==> config.mk <==
export PLATFORM = sky130hd
export DESIGN_NAME = cbwe_snap
export DESIGN_NICKNAME = d
export VERILOG_FILES = /design/src/hdl/cbwe_pkg.sv /design/src/hdl/cbwe_div.sv /design/src/hdl/cbwe_snap.sv
export SDC_FILE = /design/constraint.sdc
export NUM_CORES = 1
export LEC_CHECK = 0
export ABC_AREA = 1
export BUFFER_PORTS_ARGS = -buffer_cell sky130_fd_sc_hd__buf_2
export CAP_MARGIN = 20
export CORE_ASPECT_RATIO = 1.25
export CORE_MARGIN = 4
export CORE_UTILIZATION = 40
export CTS_BUF_LIST = sky130_fd_sc_hd__clkbuf_8
export DETAILED_ROUTE_END_ITERATION = 8
export PLACE_DENSITY = 0.65
export SYNTH_ARGS = -nofsm -noshare
export SYNTH_HDL_FRONTEND = slang
export SYNTH_SLANG_ARGS = --single-unit
==> constraint.sdc <==
create_clock -name clk -period 7.5 [get_ports clk]
set_input_delay 0 -clock clk [delete_from_list [all_inputs] [get_ports clk]]
set_output_delay 0 -clock clk [all_outputs]
set_load 0.01 [all_outputs]
==> src/hdl/cbwe_pkg.sv <==
// Shared types and constants for the capture buffer waveform envelope unit.
// No dependencies; every other file imports this package.
`timescale 1ns / 1ps
`default_nettype none

package cbwe_pkg;

  // Sample store geometry.
  localparam int MEM_DEPTH  = 65536;
  localparam int ADDR_W     = $clog2(MEM_DEPTH);
  localparam int FILL_W     = ADDR_W + 1;
  localparam int BANK_DEPTH = MEM_DEPTH / 2;
  localparam int BANK_AW    = ADDR_W - 1;

  // Field widths fixed by the port list.
  localparam int ACT_W = 2;
  localparam int CC_W  = 4;
  localparam int SMP_W = 17;
  localparam int BKT_W = 7;
  localparam int WIN_W = 17;
  localparam int IDX_W = 6;
  localparam int OUT_W = 16;
  localparam int CMP_W = (FILL_W > WIN_W) ? FILL_W : WIN_W;

  // Envelope limits.
  localparam int MAX_BUCKETS = 64;
  localparam int DIV_CW      = $clog2(FILL_W + 1);
  localparam logic signed [SMP_W:0] MIX_HI = (SMP_W + 1)'(32767);
  localparam logic signed [SMP_W:0] MIX_LO = -(SMP_W + 1)'(32768);

  // Command codes.
  typedef enum logic [ACT_W-1:0] {
    ACT_START = 2'd0,
    ACT_STOP  = 2'd1,
    ACT_FRAME = 2'd2,
    ACT_SNAP  = 2'd3
  } act_e;

  // Snapshot sequencer states.
  typedef enum logic [2:0] {
    SN_IDLE,
    SN_DIV,
    SN_SETUP,
    SN_SCAN,
    SN_DRAIN
  } snap_state_t;

  // Write request into the sample store: one or two entries from entry addr.
  typedef struct packed {
    logic                    en;
    logic                    pair;
    logic [ADDR_W-1:0]       addr;
    logic signed [SMP_W-1:0] left;
    logic signed [SMP_W-1:0] right;
  } wr_req_t;

  // Read request: the same row of both banks.
  typedef struct packed {
    logic               en;
    logic [BANK_AW-1:0] addr;
  } rd_req_t;

endpackage

`default_nettype wire

==> src/hdl/cbwe_div.sv <==
// Restoring divider, one quotient bit per cycle, for splitting the window.
// Depends on cbwe_pkg.
`timescale 1ns / 1ps
`default_nettype none

module cbwe_div (
  input  logic                          clk,
  input  logic                          rst,
  input  logic                          start,
  input  logic [cbwe_pkg::FILL_W-1:0]   dividend,
  input  logic [cbwe_pkg::BKT_W-1:0]    divisor,
  output logic                          done,
  output logic [cbwe_pkg::FILL_W-1:0]   quotient,
  output logic [cbwe_pkg::BKT_W-1:0]    remainder
);
  import cbwe_pkg::*;

  logic [DIV_CW-1:0] cnt;
  logic [BKT_W-1:0]  dsr;
  logic [BKT_W:0]    partial, diff;
  logic              ge;

  // Shift in the next dividend bit and try to subtract the divisor.
  always_comb begin
    partial = {remainder, quotient[FILL_W-1]};
    diff    = partial - {1'b0, dsr};
    ge      = partial >= {1'b0, dsr};
  end

  always_ff @(posedge clk) begin
    if (rst) begin
      cnt  <= '0;
      done <= 1'b0;
    end else begin
      done <= 1'b0;
      if (start) begin
        quotient  <= dividend;
        remainder <= '0;
        dsr       <= divisor;
        cnt       <= DIV_CW'(FILL_W);
      end else if (cnt != '0) begin
        quotient  <= {quotient[FILL_W-2:0], ge};
        remainder <= ge ? diff[BKT_W-1:0] : partial[BKT_W-1:0];
        cnt       <= cnt - DIV_CW'(1);
        if (cnt == DIV_CW'(1)) begin
          done <= 1'b1;
        end
      end
    end
  end

endmodule

`default_nettype wire

==> src/hdl/cbwe_snap.sv <==
// Snapshot sequencer: splits the window into buckets, scans the store and
// reports the per-bucket minimum and maximum. Depends on cbwe_pkg, cbwe_div.
`timescale 1ns / 1ps
`default_nettype none

module cbwe_snap (
  input  logic                              clk,
  input  logic                              rst,
  input  logic                              go,
  input  logic [cbwe_pkg::BKT_W-1:0]        bucket_count,
  input  logic [cbwe_pkg::WIN_W-1:0]        window_frames,
  input  logic [cbwe_pkg::FILL_W-1:0]       fill,
  input  logic                              stereo,
  output logic                              busy,
  output cbwe_pkg::rd_req_t                 rd,
  input  logic signed [cbwe_pkg::SMP_W-1:0] rd_data0,
  input  logic signed [cbwe_pkg::SMP_W-1:0] rd_data1,
  output logic                              strobe,
  output logic [cbwe_pkg::IDX_W-1:0]        bucket_index,
  output logic signed [cbwe_pkg::OUT_W-1:0] bucket_min,
  output logic signed [cbwe_pkg::OUT_W-1:0] bucket_max,
  output logic                              last
);
  import cbwe_pkg::*;

  snap_state_t st, st_next;

  // Request decode.
  logic [FILL_W-1:0] frames, visible, first;
  logic [CMP_W-1:0]  win_ext, frames_ext;
  logic [BKT_W-1:0]  w;
  logic              go_ok;

  // Divider.
  logic              div_done;
  logic [FILL_W-1:0] quo;
  logic [BKT_W-1:0]  rem;

  // Bucket walk.
  logic [BKT_W-1:0]  wd;
  logic [IDX_W-1:0]  w_last, x;
  logic [FILL_W-1:0] p, p1, f, f_inc, fend;
  logic [BKT_W-1:0]  r, r1;
  logic [BKT_W:0]    sum_r, sum_d;
  logic              carry;

  // Scan datapath.
  logic                    rd_valid, rd_sel;
  logic signed [SMP_W:0]   sum_s, mix_s;
  logic signed [OUT_W-1:0] mix, lo, hi, lo_next, hi_next;

  // Frames, visible span and bucket count of a new request.
  always_comb begin
    frames     = stereo ? {1'b0, fill[FILL_W-1:1]} : fill;
    win_ext    = CMP_W'(window_frames);
    frames_ext = CMP_W'(frames);
    if (win_ext != '0 && win_ext < frames_ext) begin
      visible = win_ext[FILL_W-1:0];
    end else begin
      visible = frames;
    end
    first = frames - visible;
    w     = (bucket_count > BKT_W'(MAX_BUCKETS)) ? BKT_W'(MAX_BUCKETS) : bucket_count;
    go_ok = go && (w != '0) && (frames != '0);
  end

  cbwe_div u_div (
    .clk       (clk),
    .rst       (rst),
    .start     (go_ok),
    .dividend  (visible),
    .divisor   (w),
    .done      (div_done),
    .quotient  (quo),
    .remainder (rem)
  );

  // Next bucket boundary: add visible / w, carry the remainder.
  always_comb begin
    sum_r = {1'b0, r} + {1'b0, rem};
    sum_d = sum_r - {1'b0, wd};
    carry = sum_r >= {1'b0, wd};
    r1    = carry ? sum_d[BKT_W-1:0] : sum_r[BKT_W-1:0];
    p1    = p + quo + FILL_W'(carry);
    f_inc = f + FILL_W'(1);
  end

  // Mix the word read last cycle and fold it into the running envelope.
  always_comb begin
    sum_s = {rd_data0[SMP_W-1], rd_data0} + {rd_data1[SMP_W-1], rd_data1};
    if (stereo) begin
      mix_s = sum_s >>> 1;
    end else if (rd_sel) begin
      mix_s = {rd_data1[SMP_W-1], rd_data1};
    end else begin
      mix_s = {rd_data0[SMP_W-1], rd_data0};
    end
    if (mix_s > MIX_HI) begin
      mix = MIX_HI[OUT_W-1:0];
    end else if (mix_s < MIX_LO) begin
      mix = MIX_LO[OUT_W-1:0];
    end else begin
      mix = mix_s[OUT_W-1:0];
    end
    lo_next = lo;
    hi_next = hi;
    if (rd_valid && mix < lo) begin
      lo_next = mix;
    end
    if (rd_valid && mix > hi) begin
      hi_next = mix;
    end
  end

  // State register.
  always_ff @(posedge clk) begin
    if (rst) begin
      st <= SN_IDLE;
    end else begin
      st <= st_next;
    end
  end

  // Next state, busy and read requests.
  always_comb begin
    st_next = st;
    busy    = 1'b1;
    rd.en   = 1'b0;
    rd.addr = stereo ? f[BANK_AW-1:0] : f[ADDR_W-1:1];
    unique case (st)
      SN_IDLE: begin
        busy = 1'b0;
        if (go_ok) begin
          st_next = SN_DIV;
        end
      end
      SN_DIV: begin
        if (div_done) begin
          st_next = SN_SETUP;
        end
      end
      SN_SETUP: begin
        st_next = SN_SCAN;
      end
      SN_SCAN: begin
        rd.en = 1'b1;
        if (f_inc == fend) begin
          st_next = SN_DRAIN;
        end
      end
      SN_DRAIN: begin
        st_next = (x == w_last) ? SN_IDLE : SN_SETUP;
      end
      default: begin
        st_next = SN_IDLE;
      end
    endcase
  end

  // Bucket walk and envelope registers.
  always_ff @(posedge clk) begin
    rd_valid <= (st == SN_SCAN);
    rd_sel   <= f[0];
    if (st == SN_IDLE && go_ok) begin
      p      <= first;
      r      <= '0;
      wd     <= w;
      w_last <= IDX_W'(w - BKT_W'(1));
      x      <= '0;
    end
    if (st == SN_SETUP) begin
      // A bucket spans at least one frame even when the split gives none.
      f    <= p;
      p    <= p1;
      r    <= r1;
      fend <= (p1 == p) ? (p + FILL_W'(1)) : p1;
      lo   <= '0;
      hi   <= '0;
    end else begin
      lo   <= lo_next;
      hi   <= hi_next;
    end
    if (st == SN_SCAN) begin
      f <= f_inc;
    end
    if (st == SN_DRAIN) begin
      x <= x + IDX_W'(1);
    end
  end

  // Result word, shown for one cycle after the last read of a bucket.
  always_ff @(posedge clk) begin
    if (rst) begin
      strobe <= 1'b0;
    end else begin
      strobe <= (st == SN_DRAIN);
    end
    if (st == SN_DRAIN) begin
      bucket_index <= x;
      bucket_min   <= lo_next;
      bucket_max   <= hi_next;
      last         <= (x == w_last);
    end
  end

endmodule

`default_nettype wire

==> flow_summary.json, run 1 <==
{
  "fp-row-count": 77,
  "clk_latency_ns": 0.51,
  "numCtsBuffers": 17,
  "portBuffers": 135,
  "synth_cells": 1812,
  "status": "finished clean",
  "reg2reg_from": "u_div.remainder[2]",
  "pwr-share-clk": 0.142,
  "max_cap_violations": 0,
  "total_power_mw": 4.84,
  "hold_depth": 3,
  "clockRootBuffer": "clkbuf_8",
  "maxSlewHeadroom": 0.360,
  "most-common-layout-cells": "nand2_1 (394), inv_1 (282), o21ai_0 (156), edfxtp_1 (147), buf_2 (135)",
  "combPwrFrac": 0.523,
  "clock_sinks": 191,
  "drc": 0,
  "path_max_fanout": 18,
  "slew_viol_final": 0,
  "grt-busiest-layer": "met2",
  "ant_nets": 0,
  "dr.pass1.iters": 5,
  "ios": 136,
  "post_cts_buffers": 0,
  "dp.final_hpwl_um": 27700,
  "async_reset_ff_frac": 0,
  "yosys.area.top_type_share": 0.307,
  "first_global_vias": 12066,
  "cp-end-kind": "flop",
  "place_inst": 2385,
  "final_common_cell": "nand2_1",
  "clockBufferDepth": 2,
  "routedWlPerCell_um": 14.3,
  "ys_types": 66,
  "syn_area_mm2": 0.0144,
  "place_ws_ns": 1.29,
  "via_per_inst": 4.99,
  "slowest_stage": "edfxtp_1",
  "initial_core_util": 0.406,
  "switchingPower_mw": 2.15,
  "dpl_cell_area_mm2": 0.0155,
  "track_usage": 0.181,
  "cts_tree": "yes",
  "synthToLayoutAreaGrowth_pct": 12.0,
  "drive_above_1_share": 0.144,
  "powerDensity_mw_per_mm2": 300,
  "grt_pass1_wl_um": 57600,
  "worst_slack_ns": 1.24,
  "critPathLaunch": "u_div.remainder[2]",
  "finalHoldViolCount": 0,
  "reg2regPathDepth": 36,
  "ir_drop_uv": 143,
  "met2_usage": 0.329,
  "final_cells": 2439,
  "clk_pin_slew_ns": 0.10,
  "required_ns": 7.76,
  "yosysWarnings": 0,
  "fin_crit_ns": 6.26,
  "grt_util_met3": 0.0268,
  "start_kind": "flop",
  "finalSetupViolCount": 0,
  "arrival_ns": 6.51,
  "n_fill_cell": 3581,
  "grt_max_degree": 76,
  "synth.largest_area_cell": "edfxtp_1",
  "drt-initial-drc-count": 722,
  "swShare": 0.444,
  "synthTopCellsByArea": "edfxtp_1 (31%), ha_1 (11%), nand2_1 (10%)",
  "worstSetupPathType": "flop to flop",
  "post-route-period-util": 0.834,
  "gp_congestion": 0.916,
  "fin_worst_skew_ns": 0.0228,
  "wirelength_um": 34800,
  "synth.avg_cell_area_um2": 7.94,
  "antenna_found_initial": 2,
  "internal-power_mw": 2.69,
  "path_common_cell": "nand2_1",
  "finalInstanceArea_mm2": 0.0161,
  "rsz0062_at_grt": "false",
  "holdCritStartpoint": "window_frames[14]",
  "grt.overflow.total": 0,
  "critical-path-max-stage-delay_ns": 0.45,
  "synth_fp_nets": 2021,
  "core_region_area_mm2": 0.0355,
  "p_leak_nw": 7.65,
  "setup_tns_ns": 0,
  "synth_seq_area_share": 0.368,
  "fmaxAchievable_mhz": 160,
  "nets": 2158,
  "die_w_um": 178,
  "share_seq_of_total_power": 0.335,
  "tightest_slew_ns": 0.958,
  "synth-edff-count": 147,
  "hold_path.class": "input pin to flop",
  "ys_ff_latch": 191,
  "via_count": 12178,
  "die_h_um": 220,
  "grt.met1_usage": 0.223,
  "h-tree-depth": 4,
  "die_area_mm2": 0.0391,
  "synthFlopType": "edfxtp_1"
}
==> cell families (layout without fill, tap and decap cells) <==
group | after synthesis | in the layout | share of synthesized area
multiplexers | 3 | 3 | 0.00209
adder cells (fa/ha/maj) | 130 | 130 | 0.117
buffers and inverters | 337 | 487 | 0.0919
AO/OA/AOI/OAI | 347 | 347 | 0.135
AND/OR/NAND/NOR | 713 | 713 | 0.228
other | 0 | 3 | 0
XOR/XNOR | 91 | 91 | 0.0586
flip-flops | 191 | 191 | 0.368
==> critical path, delay by kind of cell, from the launching register on <==
kind            cells  cell delay [ns]
buf+inv             6             0.35
simple gates       15             1.74
flops               1             0.45
xor+xnor            3             0.83
compound gates      8             1.40
fa+ha+maj           4             1.25
==> through the flow <==
stage               hold slack (ns)   util
floorplan                    0.0694      -
detailed placement            0.245  0.437
global route                 0.0348  0.454
global placement              0.236  0.437
CTS                        0.000546  0.453
finish                       0.0324  0.454
==> area by class of cell <==
type / instances / area (µm²) / area share
clock inverter: 14 / 148 / 0.00916
clock buffer: 18 / 248 / 0.0154
tap: 474 / 593 / 0.0368
multi-input combinational: 1284 / 7770 / 0.482
antenna: 3 / 7.51 / 0.000466
sequential: 191 / 5300 / 0.329
inverter: 291 / 1090 / 0.0678
timing repair buffer: 164 / 958 / 0.0595
==> synthesized netlist by cell type (all sizes together), types with 8 or more instances <==
| cell | instances |
|---|---|
| edfxtp | 147 |
| nor3 | 29 |
| xnor2 | 28 |
| a31oi | 10 |
| inv | 289 |
| a211oi | 10 |
| xor2 | 63 |
| a22o | 8 |
| o21ai | 162 |
| nand4 | 50 |
| or2 | 27 |
| nand2 | 428 |
| clkbuf | 27 |
| nor2 | 111 |
| dfxtp | 44 |
| nand3 | 50 |
| buf | 19 |
| ha | 123 |
| a21oi | 125 |
==> timing repair <==
| item | 4_1_cts | 5_1_grt |
|---|---|---|
| hold endpoints to repair | 37 | 0 |
| gates resized for setup | 0 | 0 |
| setup endpoints to repair | 0 | 0 |
| hold buffers | 18 | 0 |
==> flip-flops by register name, summed over array words and instances (netlist names), 7 cells and up <==
name / cells
f: 17
fend: 17
p: 17
u_div.quotient: 17
bucket_max: 16
bucket_min: 16
hi: 16
lo: 16
r: 7
u_div.dsr: 7
u_div.remainder: 7
wd: 7
==> path summary, 6_finish.rpt <==
| check | endpoint | slack (ns) |
|---|---|---|
| worst max-delay path | fend[12] | 1.24 |
| worst min-delay path | u_div.quotient[14] | 0.03 |
| worst max register to register | fend[12] | 1.24 |
| worst min register to register | u_div.done | 0.49 |
==> power by group through the flow <==
stage	Sequential, mW	Combinational (mW)	Clock, mW
after floorplan	1.59	1.99	0
after global placement	1.64	2.43	0
after detailed placement	1.65	2.50	0
after CTS	1.62	2.53	0.703
after global routing	1.65	2.92	0.749
final	1.62	2.53	0.687
==> routing by layer <==
layer  vias up  routed length, µm  share of wire
met4         0                639          0.018
met2       252              17600           0.50
met3        38               1380          0.040
li1       6322                  -              -
met5         -                  0              0
met1      5566              15200           0.44
Power figures use the tool's default switching activity.
==> inputs of run 2 (changes only) <==
==> constraint.sdc (replaced) <==
create_clock -name clk -period 6.35 [get_ports clk]
set_input_delay 0 -clock clk [delete_from_list [all_inputs] [get_ports clk]]
set_output_delay 0 -clock clk [all_outputs]
set_load 0.01 [all_outputs]
==> run 2 against run 1 <==
Compared with the run above: first-iteration DRC count grew 26%; wire length grew 1.6%; global-route usage grew 0.19 points; worst setup slack lost 0.66 ns; count of clock-buffer cells in the layout shrank 1; highest routed layer unchanged; die area is the same; final area grew 0.69%; non-clock buffer count grew 10; sequential power grew 19%.
==> flow_summary.json, run 2 (same netlist as run 1, synthesis figures left out) <==
{
  "die_w_um": 178,
  "numCtsBuffers": 17,
  "ant_nets": 0,
  "die_area_mm2": 0.0391,
  "hold_path.class": "input pin to flop",
  "path_depth": 33,
  "ir_drop_uv": 188,
  "start_kind": "flop",
  "die_h_um": 220,
  "finalHoldViolCount": 0,
  "antenna_found_initial": 0,
  "cp_top_family": "compound AO/OA/AOI/OAI gates",
  "grt_max_degree": 62,
  "fmaxAchievable_mhz": 173,
  "drt-initial-drc-count": 907,
  "clk_latency_ns": 0.52,
  "post-route-period-util": 0.908,
  "fin_crit_ns": 5.77,
  "critical_path_buf_inv_count": 6,
  "drive_above_1_share": 0.147,
  "max_cap_violations": 0,
  "required_ns": 6.62,
  "track_usage": 0.183,
  "worstSetupPathType": "flop to flop",
  "grt.overflow.total": 0,
  "wl_met3_um": 1430,
  "dr_wl_met2_um": 17500,
  "nets": 2170,
  "wirelength_um": 35400,
  "slew_viol_final": 0,
  "fin_worst_skew_ns": 0.0239,
  "gp_congestion": 0.895,
  "slowest_stage": "edfxtp_1",
  "reg2regPathDepth": 33,
  "met1_length_um": 15300,
  "tightest_slew_ns": 0.961,
  "most-common-layout-cells": "nand2_1 (394), inv_1 (283), o21ai_0 (156), edfxtp_1 (147), buf_2 (135)",
  "top_layer_used": "met4",
  "setup_tns_ns": 0,
  "via_count": 12367,
  "critical-path-max-stage-delay_ns": 0.43,
  "drc": 0,
  "total_power_mw": 5.78,
  "maxSlewHeadroom": 0.358,
  "h-tree-depth": 4,
  "finalSetupViolCount": 0,
  "dpl_cell_area_mm2": 0.0155,
  "finalInstanceArea_mm2": 0.0162,
  "status": "finished clean",
  "clk_pin_slew_ns": 0.11,
  "portBuffers": 135,
  "first_global_vias": 12167,
  "cp-end-kind": "flop",
  "synthToLayoutAreaGrowth_pct": 12.8,
  "clockBufferDepth": 2,
  "clockRootBuffer": "clkbuf_8",
  "via_per_inst": 5.05,
  "routedWlPerCell_um": 14.4,
  "arrival_ns": 6.04,
  "hold-worst-slack_ns": 0.0574,
  "final_common_cell": "nand2_1",
  "dp.final_hpwl_um": 28200,
  "dr.pass1.iters": 6,
  "ios": 136,
  "cts_tree": "yes",
  "clock_sinks": 191,
  "core_region_area_mm2": 0.0355,
  "initial_core_util": 0.406,
  "p_leak_nw": 7.71,
  "powerDensity_mw_per_mm2": 356,
  "fp-row-count": 77,
  "path_max_fanout": 8,
  "hold_depth": 3,
  "grt_pass1_wl_um": 58100
}
-- run 2: metrics by stage --
step	setup WS [ns]	utilization	instances
floorplan	0.924	-	1812
global placement	0.533	0.438	2389
detailed placement	0.393	0.438	2389
CTS	0.345	0.455	2443
global route	-0.000735	0.458	2448
finish	0.584	0.458	2449
-- run 2: power by group --
| part | total, mW | internal, mW | switching [mW] |
|---|---|---|---|
| logic | 3.06 | 1.13 | 1.93 |
| registers | 1.92 | 1.74 | 0.183 |
| clock network | 0.805 | 0.323 | 0.482 |
| total | 5.78 | 3.18 | 2.60 |
-- run 2: path summary, 6_finish.rpt --
kind / start / to / slack (ns)
setup / recovery: u_div.remainder[2] / fend[11] / 0.58
hold / removal: window_frames[1] / u_div.quotient[1] / 0.06
setup reg to reg: u_div.remainder[2] / fend[11] / 0.58
hold reg to reg: u_div.cnt[4] / u_div.done / 0.49
-- run 2: cell type report --
class	instances	area, µm²
Fill cell	3617	19200
Multi-Input combinational cell	1286	7810
Sequential cell	191	5300
Inverter	291	1090
Timing Repair Buffer	174	1040
Tap cell	474	593
Clock buffer	17	234
Clock inverter	15	150
Antenna cell	1	2.50
-- run 2: routing by layer --
| layer | up-vias | global-route usage |
|---|---|---|
| met4 | 0 | 0.0673 |
| met3 | 67 | 0.0223 |
| met1 | 5674 | 0.223 |
| met5 | - | 0 |
| li1 | 6348 | - |
| met2 | 278 | 0.331 |
-- run 2: worst reg2reg max path, delay by kind of cell, from the launching register on --
family / cells / cell delay, ns
buffers and inverters: 6 / 0.48
adder cells (fa/ha/maj): 4 / 1.18
AO/OA/AOI/OAI: 10 / 1.77
flip-flops: 1 / 0.43
AND/OR/NAND/NOR: 11 / 1.44
XOR/XNOR: 2 / 0.23
-- run 2: repair_timing --
action / 4_1_cts / 5_1_grt
buffers inserted: 0 / 2
setup endpoints to repair: 0 / 17
hold endpoints to repair: 43 / 0
hold buffers: 22 / 0
resized for setup: 0 / 4
==> inputs of run 3 (changes only) <==
--- a/config.mk
+++ b/config.mk
@@ -14,6 +14,7 @@
 export CTS_BUF_LIST = sky130_fd_sc_hd__clkbuf_8
 export DETAILED_ROUTE_END_ITERATION = 8
 export PLACE_DENSITY = 0.65
+export REMOVE_ABC_BUFFERS = 1
 export SYNTH_ARGS = -nofsm -noshare
 export SYNTH_HDL_FRONTEND = slang
 export SYNTH_SLANG_ARGS = --single-unit
==> constraint.sdc (replaced) <==
create_clock -name clk -period 6.35 [get_ports clk]
set_input_delay 0.9525 -clock clk [delete_from_list [all_inputs] [get_ports clk]]
set_output_delay 0.9525 -clock clk [all_outputs]
set_load 0.01 [all_outputs]
==> run 3 against run 2 <==
Compared with the run above: sequential cell count unchanged; worst setup slack got worse by 0.016 ns; critical path depth grew 3; die area stayed put; critical endpoint is now fend[9].
==> flow_summary.json, run 3 (same netlist as run 1, synthesis figures left out) <==
{
  "status": "finished clean",
  "cts_tree": "yes",
  "arrival_ns": 6.04,
  "critical_path_buf_inv_count": 7,
  "hold_path.class": "flop to flop",
  "dpl_cell_area_mm2": 0.0156,
  "drt-initial-drc-count": 733,
  "slowest_stage": "edfxtp_1",
  "nets": 2153,
  "fin_crit_ns": 5.78,
  "dp.final_hpwl_um": 27100,
  "postCtsHoldBufs": 0,
  "cp_top_family": "adder cells",
  "most-common-layout-cells": "nand2_1 (394), inv_1 (283), o21ai_0 (156), edfxtp_1 (147), buf_2 (135)",
  "gp_congestion": 0.925,
  "grt_pass1_wl_um": 55400,
  "core_region_area_mm2": 0.0355,
  "clockBufferDepth": 2,
  "utilization": 0.453,
  "antenna_found_initial": 1,
  "max_cap_violations": 0,
  "dr.pass1.iters": 6,
  "numCtsBuffers": 17,
  "ios": 136,
  "dr_wl_met2_um": 17100,
  "fmaxAchievable_mhz": 173,
  "critical-path-max-stage-delay_ns": 0.43,
  "die_h_um": 220,
  "first_global_vias": 11681,
  "top_layer_used": "met4",
  "path_max_fanout": 8,
  "via_per_inst": 5.00,
  "track_usage": 0.174,
  "initial_core_util": 0.406,
  "via_count": 12166,
  "clock_sinks": 191,
  "final_common_cell": "nand2_1",
  "die_area_mm2": 0.0391,
  "cp-end-kind": "flop",
  "powerDensity_mw_per_mm2": 361,
  "grt_max_degree": 58,
  "clockRootBuffer": "clkbuf_8",
  "start_kind": "flop",
  "clk_latency_ns": 0.49,
  "grt.overflow.total": 0,
  "die_w_um": 178,
  "clk_pin_slew_ns": 0.10,
  "path_common_cell": "nand2_1",
  "finalHoldViolCount": 0,
  "fin_worst_skew_ns": 0.0208,
  "post-route-period-util": 0.911,
  "worstSetupPathType": "flop to flop",
  "wirelength_um": 34500,
  "drive_above_1_share": 0.150,
  "synthToLayoutAreaGrowth_pct": 11.6,
  "portBuffers": 135,
  "n_fill_cell": 3529,
  "ir_drop_uv": 192,
  "slew_viol_final": 0,
  "ant_nets": 0,
  "maxSlewHeadroom": 0.306,
  "finalSetupViolCount": 0,
  "required_ns": 6.60,
  "tightest_slew_ns": 1.04,
  "p_leak_nw": 7.64,
  "h-tree-depth": 4,
  "wl_met3_um": 1500,
  "drc": 0,
  "finalInstanceArea_mm2": 0.0160,
  "routedWlPerCell_um": 14.2,
  "met1_length_um": 14900,
  "fp-row-count": 77
}
[run 3: per-stage QoR]
stage | instances | hold WS (ns) | setup slack [ns] | total power, mW | setup TNS (ns)
after floorplan | 1766 | 0.441 | 0.558 | 4.19 | 0
after global placement | 2395 | 0.466 | 0.299 | 4.87 | 0
after detailed placement | 2395 | 0.459 | 0.168 | 4.95 | 0
after CTS | 2427 | 0.474 | 0.433 | 5.78 | 0
after global routing | 2432 | 0.517 | -0.0148 | 6.34 | -0.0227
final | 2432 | 0.487 | 0.567 | 5.79 | 0
[run 3: repair_timing]
item	in CTS	in global routing
resized for setup	0	2
endpoints found under the hold margin	0	0
setup endpoints to repair	0	17
setup buffers	0	2
[run 3: layout make-up]
class                      count  area [µm²]  area share
antenna                        1        2.50    0.000156
clock buffer                  17         234      0.0146
clock inverter                15         176      0.0110
inverter                     291        1090      0.0681
multi-input combinational   1286        7810       0.487
sequential                   191        5300       0.330
tap                          474         593      0.0370
timing repair buffer         157         841      0.0524
[run 3: power by group]
group          leakage [nW]  internal [mW]  total, mW  switching, mW
logic                  5.69           1.13       3.06           1.93
registers              1.74           1.74       1.91          0.178
clock network         0.207          0.332      0.815          0.483
[run 3: worst paths after layout]
check | from | to | slack, ns | depth (start not counted)
min | u_div.cnt[4] | u_div.done | 0.49 | 1
max | u_div.remainder[0] | fend[9] | 0.57 | 36
max reg2reg | u_div.remainder[0] | fend[9] | 0.57 | 36
min reg2reg | u_div.cnt[4] | u_div.done | 0.49 | 1
[run 3: layer usage]
layer | track usage | vias to the layer above
li1 | - | 6310
met1 | 0.210 | 5528
met2 | 0.314 | 274
met3 | 0.0252 | 54
met4 | 0.0673 | 0
met5 | 0 | -
